## src/design/dmv_pkg.sv

```systemverilog
// shared types and constants of the dao message validator
package dmv_pkg;

	typedef struct packed {
		logic [7:0] msg_byte;
		logic       final_byte;
	} in_item_t;

	typedef struct packed {
		logic [1:0]  status;
		logic [7:0]  instance_id;
		logic        ack_wanted;
		logic        id_present;
		logic [7:0]  sequence_number;
		logic [63:0] dodag_id_high;
		logic [63:0] dodag_id_low;
	} out_item_t;

	typedef struct packed {
		logic        active;
		logic        too_short;
		logic        id_short;
		logic        reserved_fault;
		logic [7:0]  instance_id;
		logic        ack_flag;
		logic        id_flag;
		logic [7:0]  sequence_number;
		logic [63:0] dodag_upper;
		logic [63:0] dodag_lower;
	} hdr_info_t;

	typedef struct packed {
		logic fault;
		logic open_option;
	} opt_info_t;

	localparam logic [1:0] ST_OK        = 2'd0;
	localparam logic [1:0] ST_TOO_SHORT = 2'd1;
	localparam logic [1:0] ST_BAD       = 2'd2;

	localparam logic [4:0] HDR_SHORT = 5'd4;
	localparam logic [4:0] HDR_UPPER = 5'd12;
	localparam logic [4:0] HDR_LONG  = 5'd20;

	localparam logic [7:0] TYPE_PAD1       = 8'd0;
	localparam logic [7:0] TYPE_TARGET     = 8'd5;
	localparam logic [7:0] TYPE_TRANSIT    = 8'd6;
	localparam logic [7:0] TYPE_DESCRIPTOR = 8'd9;

	localparam logic [7:0] LEN_TARGET     = 8'd18;
	localparam logic [7:0] LEN_TRANSIT    = 8'd20;
	localparam logic [7:0] LEN_DESCRIPTOR = 8'd4;

	localparam logic [7:0] FLAG_RSV_MASK    = 8'h3f;
	localparam logic [7:0] TRANSIT_RSV_MASK = 8'h7f;

	localparam logic [2:0] KIND_NONE       = 3'd0;
	localparam logic [2:0] KIND_TARGET     = 3'd1;
	localparam logic [2:0] KIND_TRANSIT    = 3'd2;
	localparam logic [2:0] KIND_DESCRIPTOR = 3'd3;
	localparam logic [2:0] KIND_SIGNATURE  = 3'd4;

	localparam logic [1:0] PHASE_TYPE   = 2'd0;
	localparam logic [1:0] PHASE_LENGTH = 2'd1;
	localparam logic [1:0] PHASE_BODY   = 2'd2;

	localparam logic CFG_SIG_TYPE = 1'b0;
	localparam logic CFG_SIG_LEN  = 1'b1;

	localparam logic [7:0] SIG_TYPE_RESET = 8'd16;
	localparam logic [7:0] SIG_LEN_RESET  = 8'd64;

endpackage

```

## src/design/dmv_header.sv

```systemverilog
// header field capture: instance, flags, sequence and dodag id
module dmv_header import dmv_pkg::*; (
	input  logic       clk,
	input  logic       arst_n,
	input  logic       step,
	input  logic       last,
	input  logic [7:0] data,
	output hdr_info_t  info
);

	logic [4:0]  pos_q, pos_n;
	logic [7:0]  inst_q, inst_n;
	logic        ack_q, ack_n;
	logic        idf_q, idf_n;
	logic        rsv_q, rsv_n;
	logic [7:0]  seq_q, seq_n;
	logic [63:0] upper_q, upper_n;
	logic [63:0] lower_q, lower_n;
	logic        active;

	assign active = (pos_q < HDR_SHORT) || (idf_q && (pos_q < HDR_LONG));

	always_comb begin
		pos_n   = pos_q;
		inst_n  = inst_q;
		ack_n   = ack_q;
		idf_n   = idf_q;
		rsv_n   = rsv_q;
		seq_n   = seq_q;
		upper_n = upper_q;
		lower_n = lower_q;
		if (active) begin
			pos_n = pos_q + 5'd1;
			unique case (pos_q)
				5'd0: inst_n = data;
				5'd1: begin
					ack_n = data[7];
					idf_n = data[6];
					if ((data & FLAG_RSV_MASK) != 8'd0) rsv_n = 1'b1;
				end
				5'd2: if (data != 8'd0) rsv_n = 1'b1;
				5'd3: seq_n = data;
				default: begin
					if (pos_q < HDR_UPPER) upper_n = {upper_q[55:0], data};
					else lower_n = {lower_q[55:0], data};
				end
			endcase
		end
	end

	always_comb begin
		info.active          = active;
		info.too_short       = pos_n < HDR_SHORT;
		info.id_short        = idf_n && (pos_n < HDR_LONG);
		info.reserved_fault  = rsv_n;
		info.instance_id     = inst_n;
		info.ack_flag        = ack_n;
		info.id_flag         = idf_n;
		info.sequence_number = seq_n;
		info.dodag_upper     = upper_n;
		info.dodag_lower     = lower_n;
	end

	always_ff @(posedge clk or negedge arst_n) begin
		if (!arst_n) begin
			pos_q   <= '0;
			inst_q  <= '0;
			ack_q   <= 1'b0;
			idf_q   <= 1'b0;
			rsv_q   <= 1'b0;
			seq_q   <= '0;
			upper_q <= '0;
			lower_q <= '0;
		end else if (step) begin
			if (last) begin
				pos_q   <= '0;
				inst_q  <= '0;
				ack_q   <= 1'b0;
				idf_q   <= 1'b0;
				rsv_q   <= 1'b0;
				seq_q   <= '0;
				upper_q <= '0;
				lower_q <= '0;
			end else begin
				pos_q   <= pos_n;
				inst_q  <= inst_n;
				ack_q   <= ack_n;
				idf_q   <= idf_n;
				rsv_q   <= rsv_n;
				seq_q   <= seq_n;
				upper_q <= upper_n;
				lower_q <= lower_n;
			end
		end
	end

endmodule

```

## src/design/dmv_options.sv

```systemverilog
// option walker: type, length and body checks
module dmv_options import dmv_pkg::*; (
	input  logic       clk,
	input  logic       arst_n,
	input  logic       step,
	input  logic       last,
	input  logic       hdr_active,
	input  logic [7:0] data,
	input  logic [7:0] sig_type,
	input  logic [7:0] sig_len,
	output opt_info_t  info
);

	logic [1:0] phase_q, phase_n;
	logic [2:0] kind_q, kind_n;
	logic [7:0] rem_q, rem_n;
	logic       sig_q, sig_n;
	logic       fault_q, fault_n;
	logic       work;
	logic [7:0] req_len;
	logic [7:0] rem_dec;

	function automatic logic [2:0] classify(input logic [7:0] b, input logic [7:0] code);
		logic [2:0] k;
		k = KIND_NONE;
		if (b == TYPE_TARGET) k = KIND_TARGET;
		else if (b == TYPE_TRANSIT) k = KIND_TRANSIT;
		else if (b == TYPE_DESCRIPTOR) k = KIND_DESCRIPTOR;
		else if (b == code) k = KIND_SIGNATURE;
		return k;
	endfunction

	assign work = !hdr_active && !fault_q;

	always_comb begin
		priority if (kind_q == KIND_TARGET) req_len = LEN_TARGET;
		else if (kind_q == KIND_TRANSIT) req_len = LEN_TRANSIT;
		else if (kind_q == KIND_DESCRIPTOR) req_len = LEN_DESCRIPTOR;
		else req_len = sig_len;
	end

	assign rem_dec = (rem_q != 8'd0) ? rem_q - 8'd1 : rem_q;

	always_comb begin
		phase_n = phase_q;
		kind_n  = kind_q;
		rem_n   = rem_q;
		sig_n   = sig_q;
		fault_n = fault_q;
		if (work) begin
			unique case (phase_q)
				PHASE_TYPE: begin
					if (sig_q) begin
						fault_n = 1'b1;
					end else if (data != TYPE_PAD1) begin
						kind_n = classify(data, sig_type);
						if (kind_n == KIND_NONE) begin
							fault_n = 1'b1;
						end else begin
							if (kind_n == KIND_SIGNATURE) sig_n = 1'b1;
							phase_n = PHASE_LENGTH;
						end
					end
				end
				PHASE_LENGTH: begin
					if (data != req_len) begin
						fault_n = 1'b1;
					end else begin
						rem_n   = data;
						phase_n = (data != 8'd0) ? PHASE_BODY : PHASE_TYPE;
					end
				end
				default: begin
					if (kind_q == KIND_TARGET && rem_q == LEN_TARGET && data != 8'd0)
						fault_n = 1'b1;
					if (kind_q == KIND_TRANSIT && rem_q == LEN_TRANSIT &&
					    (data & TRANSIT_RSV_MASK) != 8'd0)
						fault_n = 1'b1;
					rem_n = rem_dec;
					if (rem_dec == 8'd0) phase_n = PHASE_TYPE;
				end
			endcase
		end
	end

	assign info.fault       = fault_n;
	assign info.open_option = phase_n != PHASE_TYPE;

	always_ff @(posedge clk or negedge arst_n) begin
		if (!arst_n) begin
			phase_q <= PHASE_TYPE;
			kind_q  <= KIND_NONE;
			rem_q   <= '0;
			sig_q   <= 1'b0;
			fault_q <= 1'b0;
		end else if (step) begin
			if (last) begin
				phase_q <= PHASE_TYPE;
				kind_q  <= KIND_NONE;
				rem_q   <= '0;
				sig_q   <= 1'b0;
				fault_q <= 1'b0;
			end else begin
				phase_q <= phase_n;
				kind_q  <= kind_n;
				rem_q   <= rem_n;
				sig_q   <= sig_n;
				fault_q <= fault_n;
			end
		end
	end

endmodule

```

## src/design/dao_message_validator.sv

```systemverilog
// top level of the dao message validator
//
// byte channel: byte_valid / byte_ready / byte_data carry one message byte per
// transfer, with final_byte set on the last byte of a message.
// result channel: result_valid / result_ready / result_data carry one result
// per message, produced for the transfer that holds the final byte.
// configuration: cfg_we writes cfg_data into register cfg_index
// (0 signature type code, 1 signature body length).
// a final byte is held in the input register, then its result is registered.
// throughput: one byte per cycle unless stalled; an input register feeds the
// header and option parse logic, which update their state and fill the result
// register. the result register frees itself in the cycle it is taken, so
// there are no gaps while the receiver keeps result_ready high.
// receiver stall: a held result blocks only a second final byte; other bytes
// keep flowing through the parse state.
// reset: clears the input and result stages, the parse state and returns the
// configuration registers to type 16 and length 64.
module dao_message_validator import dmv_pkg::*; (
	input  logic       clk,
	input  logic       arst_n,
	input  logic       byte_valid,
	output logic       byte_ready,
	input  in_item_t   byte_data,
	output logic       result_valid,
	input  logic       result_ready,
	output out_item_t  result_data,
	input  logic       cfg_we,
	input  logic       cfg_index,
	input  logic [7:0] cfg_data
);

	logic       valid_s1;
	in_item_t   item_s1;
	logic [7:0] sig_type_q;
	logic [7:0] sig_len_q;
	logic       out_valid_q;
	out_item_t  out_q;
	logic       advance;
	logic       step;
	logic       emit;
	hdr_info_t  hdr;
	opt_info_t  opt;
	out_item_t  res;

	assign advance    = !item_s1.final_byte || !out_valid_q || result_ready;
	assign step       = valid_s1 && advance;
	assign emit       = step && item_s1.final_byte;
	assign byte_ready = !valid_s1 || advance;

	always_ff @(posedge clk or negedge arst_n) begin
		if (!arst_n) begin
			valid_s1 <= 1'b0;
		end else if (byte_ready) begin
			valid_s1 <= byte_valid;
		end
	end

	always_ff @(posedge clk) begin
		if (byte_ready && byte_valid) item_s1 <= byte_data;
	end

	always_ff @(posedge clk or negedge arst_n) begin
		if (!arst_n) begin
			sig_type_q <= SIG_TYPE_RESET;
			sig_len_q  <= SIG_LEN_RESET;
		end else if (cfg_we) begin
			unique case (cfg_index)
				CFG_SIG_TYPE: sig_type_q <= cfg_data;
				CFG_SIG_LEN:  sig_len_q  <= cfg_data;
			endcase
		end
	end

	dmv_header u_header (
		.clk    (clk),
		.arst_n (arst_n),
		.step   (step),
		.last   (item_s1.final_byte),
		.data   (item_s1.msg_byte),
		.info   (hdr)
	);

	dmv_options u_options (
		.clk        (clk),
		.arst_n     (arst_n),
		.step       (step),
		.last       (item_s1.final_byte),
		.hdr_active (hdr.active),
		.data       (item_s1.msg_byte),
		.sig_type   (sig_type_q),
		.sig_len    (sig_len_q),
		.info       (opt)
	);

	always_comb begin
		res = '0;
		priority if (hdr.too_short) res.status = ST_TOO_SHORT;
		else if (hdr.reserved_fault) res.status = ST_BAD;
		else if (hdr.id_short) res.status = ST_TOO_SHORT;
		else if (opt.fault || opt.open_option) res.status = ST_BAD;
		else res.status = ST_OK;
		if (res.status == ST_OK) begin
			res.instance_id     = hdr.instance_id;
			res.ack_wanted      = hdr.ack_flag;
			res.id_present      = hdr.id_flag;
			res.sequence_number = hdr.sequence_number;
			res.dodag_id_high   = hdr.id_flag ? hdr.dodag_upper : 64'd0;
			res.dodag_id_low    = hdr.id_flag ? hdr.dodag_lower : 64'd0;
		end
	end

	always_ff @(posedge clk or negedge arst_n) begin
		if (!arst_n) begin
			out_valid_q <= 1'b0;
		end else if (emit) begin
			out_valid_q <= 1'b1;
		end else if (result_ready) begin
			out_valid_q <= 1'b0;
		end
	end

	always_ff @(posedge clk) begin
		if (emit) out_q <= res;
	end

	assign result_valid = out_valid_q;
	assign result_data  = out_q;

endmodule
```

## config.mk

```make
export PLATFORM = sky130hd
export DESIGN_NAME = dao_message_validator
export DESIGN_NICKNAME = d
export VERILOG_FILES = /design/src/design/dmv_pkg.sv /design/src/design/dmv_header.sv /design/src/design/dmv_options.sv /design/src/design/dao_message_validator.sv
export SDC_FILE = /design/constraint.sdc
export NUM_CORES = 1
export LEC_CHECK = 0
export BUFFER_PORTS_ARGS = -buffer_cell sky130_fd_sc_hd__buf_2
export CAP_MARGIN = 25
export CORE_MARGIN = 3
export CORE_UTILIZATION = 30
export CTS_BUF_LIST = sky130_fd_sc_hd__clkbuf_8 sky130_fd_sc_hd__clkbuf_16
export CTS_CLUSTER_DIAMETER = 50
export CTS_CLUSTER_SIZE = 10
export DETAILED_ROUTE_END_ITERATION = 16
export GPL_TIMING_DRIVEN = 0
export SLEW_MARGIN = 20
export SYNTH_ARGS = -nofsm -noshare
export SYNTH_HDL_FRONTEND = slang
export SYNTH_SLANG_ARGS = --single-unit
export TNS_END_PERCENT = 50
```

## constraint.sdc

```tcl
create_clock -name clk -period 5.6 [get_ports clk]
set_clock_uncertainty 0.1 [all_clocks]
set_input_delay 0.28 -clock clk [delete_from_list [all_inputs] [get_ports clk]]
set_output_delay 0.28 -clock clk [all_outputs]
set_load 0.05 [all_outputs]
```

==> summary.txt, run 1 <==
Floorplan
  – Core area: 56,930 um^2
  – Rows: between 80 and 90
  – Die extent in x: roughly 250 um
  – Die Area: 61,120 um^2
  – Die Y: between 200 and 250 um
  – # IOs: between 150 and 200
  – Initial Utilization: 30.66%

CTS
  – TritonCTS Buffers: 47
  – Clk sinks: 342
  – CTS Buffer Depth: 3
  – Post-CTS resize count: 0
  – CTS tree: yes
  – Clk root buf: clkbuf_16
  – Max H-tree Level: 2
  – Clock-pin slew on the worst setup and hold paths: roughly 0.05 ns
  – Clk_lat worst skew: about 0.58 ns
  – Number of post-CTS setup repair buffers: 0

Logic synthesis
  – Main synth FF type: dfrtp_1
  – Async S/R FF share, synth: between 50% and 60%
  – Yosys reg bits: around 340
  – Synth cell types: 70
  – Cells after Synth: 1,503
  – Synth Net Count: ~1,500
  – Post-Synthesis Cell Area: approximately 17,000 um^2
  – Syn avg cell area: ~12 um^2
  – Post-synth EDFFs: ~160
  – Seq/Total Area, Yosys: a little over half
  – Synth Warn #: 0

Power
  – Cell Int Power: around 5.6 mW
  – Clock share of power: a little under a third
  – Register share of total power: about 36%
  – Leak: approximately 8.4 nW
  – Cell Pwr Density: between 400 and 500 nW/um^2
  – Switching Share: between 30 and 40%
  – Comb power frac: ~33%
  – P_sw: between 3 and 4 mW
  – VDD IR-drop max: between 200 and 250 uV

STA
  – Setup-violating endpoint count in the final report: 0
  – Worst-Margin Slew: 0.9378 ns
  – Period utilisation layout: between 70% and 80%
  – Final hold violation count: 0
  – RSZ-0062 raised after global routing: no
  – Setup slack after layout: between 1.5 and 2 ns
  – Max-Slew Margin vs Limit: a little under two fifths
  – Max-slew violation count: 0
  – Hold WS: 0.2409 ns
  – F_max: approximately 0.25 GHz
  – Fin crit period: between 3 and 4 ns

Global route
  – Vias in the first global route: approximately 13,000
  – Largest net degree at the start of global routing: 95
  – First-pass GRT wire length: ~80,000 um
  – Initial antenna violation count: 0
  – Grt ovf: 0
  – GRT Overall Usage: around 16%

Hold path
  – Hold Path Class: in2reg

Detailed routing
  – Length of the first detailed-routing pass in iterations: 6
  – Post-route ant nets: 0
  – First DRT Iteration DRCs: approximately 1,100
  – Vias per std cell: between 5 and 6
  – Wirelength per Cell: 19.77 um
  – DRC: 0
  – Vias: 13,430
  – Final wirelength: a little over 50,000 um

Finish
  – Nets@finish: around 1,800
  – Share of cells above drive strength 1: about a quarter
  – Antenna diodes: 0
  – Core Util, Final: a little under two fifths
  – Final std cells w/o fill: about 2,500
  – Fillers: about 5,600
  – Design area: 21,080 um^2
  – Synth-to-Final Area Change: 20.75%

Job
  – Max_cap viols: 0

Placed design
  – Post-DP HPWL: ~35,000 um
  – Routability cong.: between 0.8 and 0.9
  – Placed instance area: slightly below 20,000 um^2
  – DP Worst Slack: 1.664 ns
  – Placed insts: approximately 2,400
  – IO buf count: ~170

Outcome
  – Status: finished clean

Worst setup path
  – CP Capture Type: flip-flop
  – Worst Setup Start Kind: flip-flop
  – Crit Path Class: reg2reg
  – Worst path arrival time: roughly 4.4 ns
  – CP Max Fanout: 10
  – Critical Path RT: roughly 6.0 ns
sequential cells by signal (all words and copies together) (netlist names):
register and flops:
result_data 148, item_s1 9, u_header.rsv_q 1, u_options.phase_q 2
u_header.idf_q 1, u_options.sig_q 1, u_options.rem_q 8, u_header.inst_q 8
u_header.lower_q 64, u_header.upper_q 64, u_header.ack_q 1, sig_len_q 8
u_header.pos_q 5, u_options.fault_q 1, result_valid 1, sig_type_q 8
u_header.seq_q 8, u_options.kind_q 3, valid_s1 1
power by group through the flow:
stage	registers (mW)	logic (mW)	clock network [mW]
5_1_grt	3.28	3.15	2.99
3_3_place_gp	3.26	2.82	0
4_1_cts	3.22	2.91	2.88
3_5_place_dp	3.27	2.88	0
2_1_floorplan	3.34	2.06	0
6_report	3.23	2.93	2.81
critical path, stage by stage, from the launching register on:
cell and delay [ns]:
edfxtp_1 0.32, clkbuf_1 0.53, inv_1 0.34, or3_1 0.45, nand2_1 0.22, clkbuf_1 0.52, clkbuf_1 0.65, clkbuf_1 0.52
nand2_1 0.11, o21ai_0 0.12
cells in the final DEF (no fill, tap or decap), types with 14 or more instances in the layout:
| cell type | synthesis | layout |
|---|---|---|
| buf_2 | 19 | 190 |
| nand2_1 | 185 | 185 |
| dfrtp_1 | 183 | 183 |
| o21ai_0 | 164 | 164 |
| edfxtp_1 | 157 | 157 |
| a22oi_1 | 152 | 152 |
| mux2i_1 | 146 | 146 |
| nor4_2 | 128 | 128 |
| clkbuf_1 | 105 | 105 |
| clkbuf_16 | 0 | 48 |
| inv_1 | 13 | 31 |
| nor2_1 | 30 | 30 |
| dlygate4sd3_1 | 0 | 23 |
| nor4_1 | 21 | 21 |
| buf_6 | 16 | 17 |
| mux2_2 | 17 | 17 |
| a21oi_1 | 14 | 14 |
final timing paths:
kind | startpoint | to | slack (ns) | depth (start not counted)
setup / recovery | item_s1[0]$_DFFE_PP_ | u_options.kind_q[0]$_DFFE_PN0P_ | 1.62 | 9
hold / removal | cfg_we | sig_len_q[0]$_DFFE_PN0P_ | 0.24 | 3
setup reg to reg | item_s1[0]$_DFFE_PP_ | u_options.kind_q[0]$_DFFE_PN0P_ | 1.62 | 9
hold reg to reg | u_header.rsv_q$_DFFE_PN0P_ | u_header.rsv_q$_DFFE_PN0P_ | 0.41 | 2
max in group asynchronous | arst_n | u_header.lower_q[13]$_DFFE_PN0P_ | 3.74 | 5
min in group asynchronous | arst_n | sig_type_q[1]$_DFFE_PN0P_ | 0.56 | 3
kinds of logic after synthesis:
group / count (synthesis) / synth area share (%)
DFF: 342 / 53.54
adders and majority gates: 8 / 0.5662
xor gates and xnor gates: 18 / 0.9032
and+or+nand+nor: 432 / 17.19
buffers and inverters: 163 / 4.372
AOI/OAI and AO/OA: 377 / 13.96
muxes: 163 / 9.469
layout make-up:
type | count | area (um^2) | share of cell area, %
Tap cell | 756 | 945.9 | 4.488
Sequential cell | 342 | 9346 | 44.34
Inverter | 13 | 56.30 | 0.2671
Multi-Input combinational cell | 998 | 7346 | 34.85
Clock buffer | 53 | 1270 | 6.025
Timing Repair Buffer | 199 | 1195 | 5.669
Buffer | 150 | 714.4 | 3.390
Clock inverter | 33 | 203.9 | 0.9676
per-layer routing:
layer / wire (um) / GRT usage, % / part of all wire, %
met1: 22930 / 22.65 / 46
met3: 3271 / 3.340 / 6.5
met5: 0 / 0 / 0
met2: 22740 / 25.38 / 45
met4: 1344 / 4.720 / 2.7
metrics by stage:
stage | power (mW) | TNS, ns
floorplan | 5.400 | 0
global placement | 6.080 | -225.15
detailed placement | 6.150 | 0
CTS | 9.014 | 0
global route | 9.420 | 0
finish | 8.967 | 0
cells in the mapped netlist, types with 8 or more instances:
cell type    n  share of area [%]
o21ai_0    164                4.7
mux2i_1    146                8.4
nand3_1      8               0.23
buf_6       16                1.0
buf_1        8               0.17
nor4_2     128                9.2
buf_2       19               0.54
a22oi_1    152                6.5
a21oi_1     14               0.40
nor3_1       9               0.26
xor2_1      10               0.50
mux2_2      17                1.1
edfxtp_1   157                 27
nor4_1      21               0.75
xnor2_1      8               0.40
nor2_1      30               0.65
dfrtp_1    183                 26
clkbuf_1   105                2.3
nand2_1    185                4.0
inv_1       13               0.28
repair_timing:
action / CTS / global route
hold endpoints to repair: 131 / 0
endpoints found under the setup margin: 0 / 0
hold buffers: 23 / 0
No activity file was read; power rests on OpenSTA's default activity.
==> run 2, diff against run 1 <==
Clock period 5.6 ns to 3.25 ns, I/O delays scaled along.
==> run 2 against run 1 <==
Against the previous run: sequential cell count is the same; wire length grew 1.5%; sequential power grew 72%; combinational power grew 100%; die area is the same; sequential share of layout area shrank 1.9 points; clock-buffer cell count shrank 2; clock power grew 72%.
==> summary.txt, run 2 (synthesis gave the netlist of run 1 again) <==
Floorplan
  – Die Y: 247.2 um (unchanged)
  – Initial Utilization: 30.66% (unchanged)
  – # IOs: 173 (unchanged)
  – Core area: 56,930 um^2 (unchanged)
  – Die extent in x: 247.2 um (unchanged)
  – Rows: 87 (unchanged)
  – Die Area: 61,120 um^2 (unchanged)

STA
  – Period utilisation layout: 98.70% (+28 points)
  – Worst-Margin Slew: 1.050 ns (+0.1118 ns)
  – Setup-violating endpoint count in the final report: 0 (unchanged)
  – Fin crit period: 3.208 ns (-0.7714 ns)
  – Final hold violation count: 0 (unchanged)
  – RSZ-0062 raised after global routing: yes
  – Max-Slew Margin vs Limit: 30.02% (-7.5 points)
  – F_max: 0.3117 GHz (+24%)
  – Max-slew violation count: 0 (unchanged)

Finish
  – Synth-to-Final Area Change: 26.26%
  – Share of cells above drive strength 1: 28.24% (+3.7 points)
  – Max FFs per register: 148 (unchanged)
  – Commonest non-fill, non-tap cell in the layout: nand2_1
  – Commonest non-fill, non-tap cells in the layout: 184 x nand2_1, 182 x dfrtp_1, 180 x buf_2
  – Antenna diodes: 0 (unchanged)
  – Storage cell area: 9348 um^2 (about the same)
  – Final std cells w/o fill: 2,555 (+0.43%)
  – Footprint of the multi-input gates: 7968 um^2 (+8.5%)
  – Fillers: 5,402 (-3.3%)
  – Core Util, Final: 38.71% (+1.7 points)
  – Nets@finish: 1,791 (+0.56%)

Worst setup path
  – CP top delay family: simple AND/OR/NAND/NOR gates
  – Reg2Reg Depth: 9 (unchanged)
  – CP Capture Type: flip-flop
  – CP cell instances: buf_6, or4_4, nor3_4, o22ai_2, or2_4, a2111oi_4, o211ai_4, buf_12, nor4_2
  – Worst path arrival time: 3.43 ns (-0.92 ns)
  – Critical Path RT: 3.48 ns (-2.49 ns)
  – CP max stage cell: or4_4
  – Crit Path Class: reg2reg
  – CP Max Fanout: 8 (-2)
  – Instance count on the critical path: 9 (unchanged)
  – Buf/Inv on CP: 2 (-3)
  – Worst Setup Start Kind: flip-flop
  – Critical Path Max Stage Delay: 0.57 ns (-0.08 ns)

Power
  – VDD IR-drop max: 575.4 uV (+140%)
  – Register share of total power: 34.1% (-2.0 points)
  – Cell Pwr Density: 740.4 nW/um^2 (+74%)
  – P_sw: 6.360 mW (+87%)
  – Comb power frac: 36.2% (+3.6 points)
  – Leak: 8.553 nW (+2.4%)
  – Cell Int Power: 9.958 mW (+79%)
  – Switching Share: 38.98% (+1.1 points)
  – Clock share of power: 29.7% (-1.6 points)

Placed design
  – IO buf count: 172 (unchanged)
  – Routability cong.: 0.8667 (+0.51%)
  – Post-DP HPWL: 34,950 um (+1.0%)
  – Placed insts: 2,439 (+0.16%)

CTS
  – TritonCTS Buffers: 48 (+2.1%)
  – Clk_lat worst skew: 0.58 ns (about the same)
  – CTS Buffer Depth: 3 (unchanged)
  – Clk root buf: clkbuf_16
  – Clk sinks: 342 (unchanged)
  – CTS tree: yes
  – Clock-pin slew on the worst setup and hold paths: 0.06 ns (about the same)
  – Max H-tree Level: 2 (unchanged)

Job
  – Max_cap viols: 0 (unchanged)

Global route
  – Largest net degree at the start of global routing: 88 (-7.4%)
  – First-pass GRT wire length: 77,770 um (-0.12%)
  – Grt ovf: 0 (unchanged)
  – Vias in the first global route: 13,210 (+0.72%)
  – Initial antenna violation count: 0 (unchanged)
  – GRT Overall Usage: 16.21% (about the same)

Detailed routing
  – Vias per std cell: 5.253 (-0.45%)
  – Post-route ant nets: 0 (unchanged)
  – Vias: 13,420 (-0.022%)
  – First DRT Iteration DRCs: 1,005 (-7.4%)
  – Wirelength per Cell: 19.98 um (+1.1%)
  – Final wirelength: 51,040 um (+1.5%)
  – Length of the first detailed-routing pass in iterations: 5 (-1)
  – DRC: 0 (unchanged)

Hold path
  – Hold Path Class: in2async

Outcome
  – Status: finished clean
-- run 2: cell types whose count changed in the layout (fill, tap and decap cells not counted), sizes merged --
cell / change
clkinv: +4
dlygate4sd3: -2
clkbuf: -3
buf: +12
-- run 2: worst register-to-register path, stage by stage (launching register included) --
cell and delay (ns):
edfxtp_1 0.38, buf_6 0.15, or4_4 0.57, nor3_4 0.21
o22ai_2 0.11, or2_4 0.26, a2111oi_4 0.33, o211ai_4 0.21
buf_12 0.21, nor4_2 0.45
-- run 2: final cells by class --
class	count	share of cell area [%]
well taps	756	4.292
plain buffers	148	3.894
multi-input cells	998	36.15
flip-flops and latches	342	42.41
clock buffers	51	5.739
clock inverters	37	1.033
repair buffers	210	6.228
inverters	13	0.2498
-- run 2: worst paths after layout --
path / end / slack [ns] / startpoint
worst max-delay path: result_data[6]$_SDFFCE_PN0P_ / 0.04 / item_s1[4]$_DFFE_PP_
worst min-delay path: u_header.inst_q[3]$_DFFE_PN0P_ / 0.06 / arst_n
worst max register to register: result_data[6]$_SDFFCE_PN0P_ / 0.04 / item_s1[4]$_DFFE_PP_
worst min register to register: u_header.inst_q[3]$_DFFE_PN0P_ / 0.41 / u_header.inst_q[3]$_DFFE_PN0P_
max in group asynchronous: u_header.lower_q[41]$_DFFE_PN0P_ / 2.15 / arst_n
min in group clk: sig_len_q[3]$_DFFE_PN0P_ / 0.13 / cfg_we
-- run 2: power groups by stage --
stage | logic [mW] | registers [mW] | clock network (mW)
final | 5.91 | 5.57 | 4.84
after global routing | 6.31 | 5.64 | 5.15
after CTS | 5.22 | 5.55 | 4.96
after detailed placement | 5.02 | 5.63 | 0
after global placement | 4.89 | 5.62 | 0
after floorplan | 3.55 | 5.77 | 0
-- run 2: routing by layer --
metal | part of all wire (%) | vias up | global-route usage, %
met5 | 0 | - | 0
met4 | 2.5 | 0 | 4.858
met3 | 5.9 | 77 | 2.971
met2 | 46 | 420 | 25.61
met1 | 45 | 6688 | 22.65
li1 | - | 6237 | -
-- run 2: metrics by stage --
step / TNS (ns) / power (mW) / instance area, um^2 / hold slack, ns / setup slack, ns
2_1_floorplan: -107.84 / 9.319 / 17500 / -0.2331 / -0.7321
3_3_place_gp: -603.03 / 10.50 / 19310 / 0.2386 / -2.045
3_5_place_dp: -63.90 / 10.65 / 19500 / -0.03359 / -0.6975
4_1_cts: -0.5117 / 15.74 / 21440 / 0.03318 / -0.1410
5_1_grt: -5.248 / 17.10 / 22040 / 0.05568 / -0.1380
6_report: 0 / 16.32 / 22040 / 0.05910 / 0.04210
-- run 2: what timing repair did --
item                       CTS  global route
pin swaps                    0            11
hold endpoints to repair   125             0
cloned                       0             1
resized for setup           53           107
buffers inserted             1             6
setup endpoints to repair  145           231
hold buffers                22             0
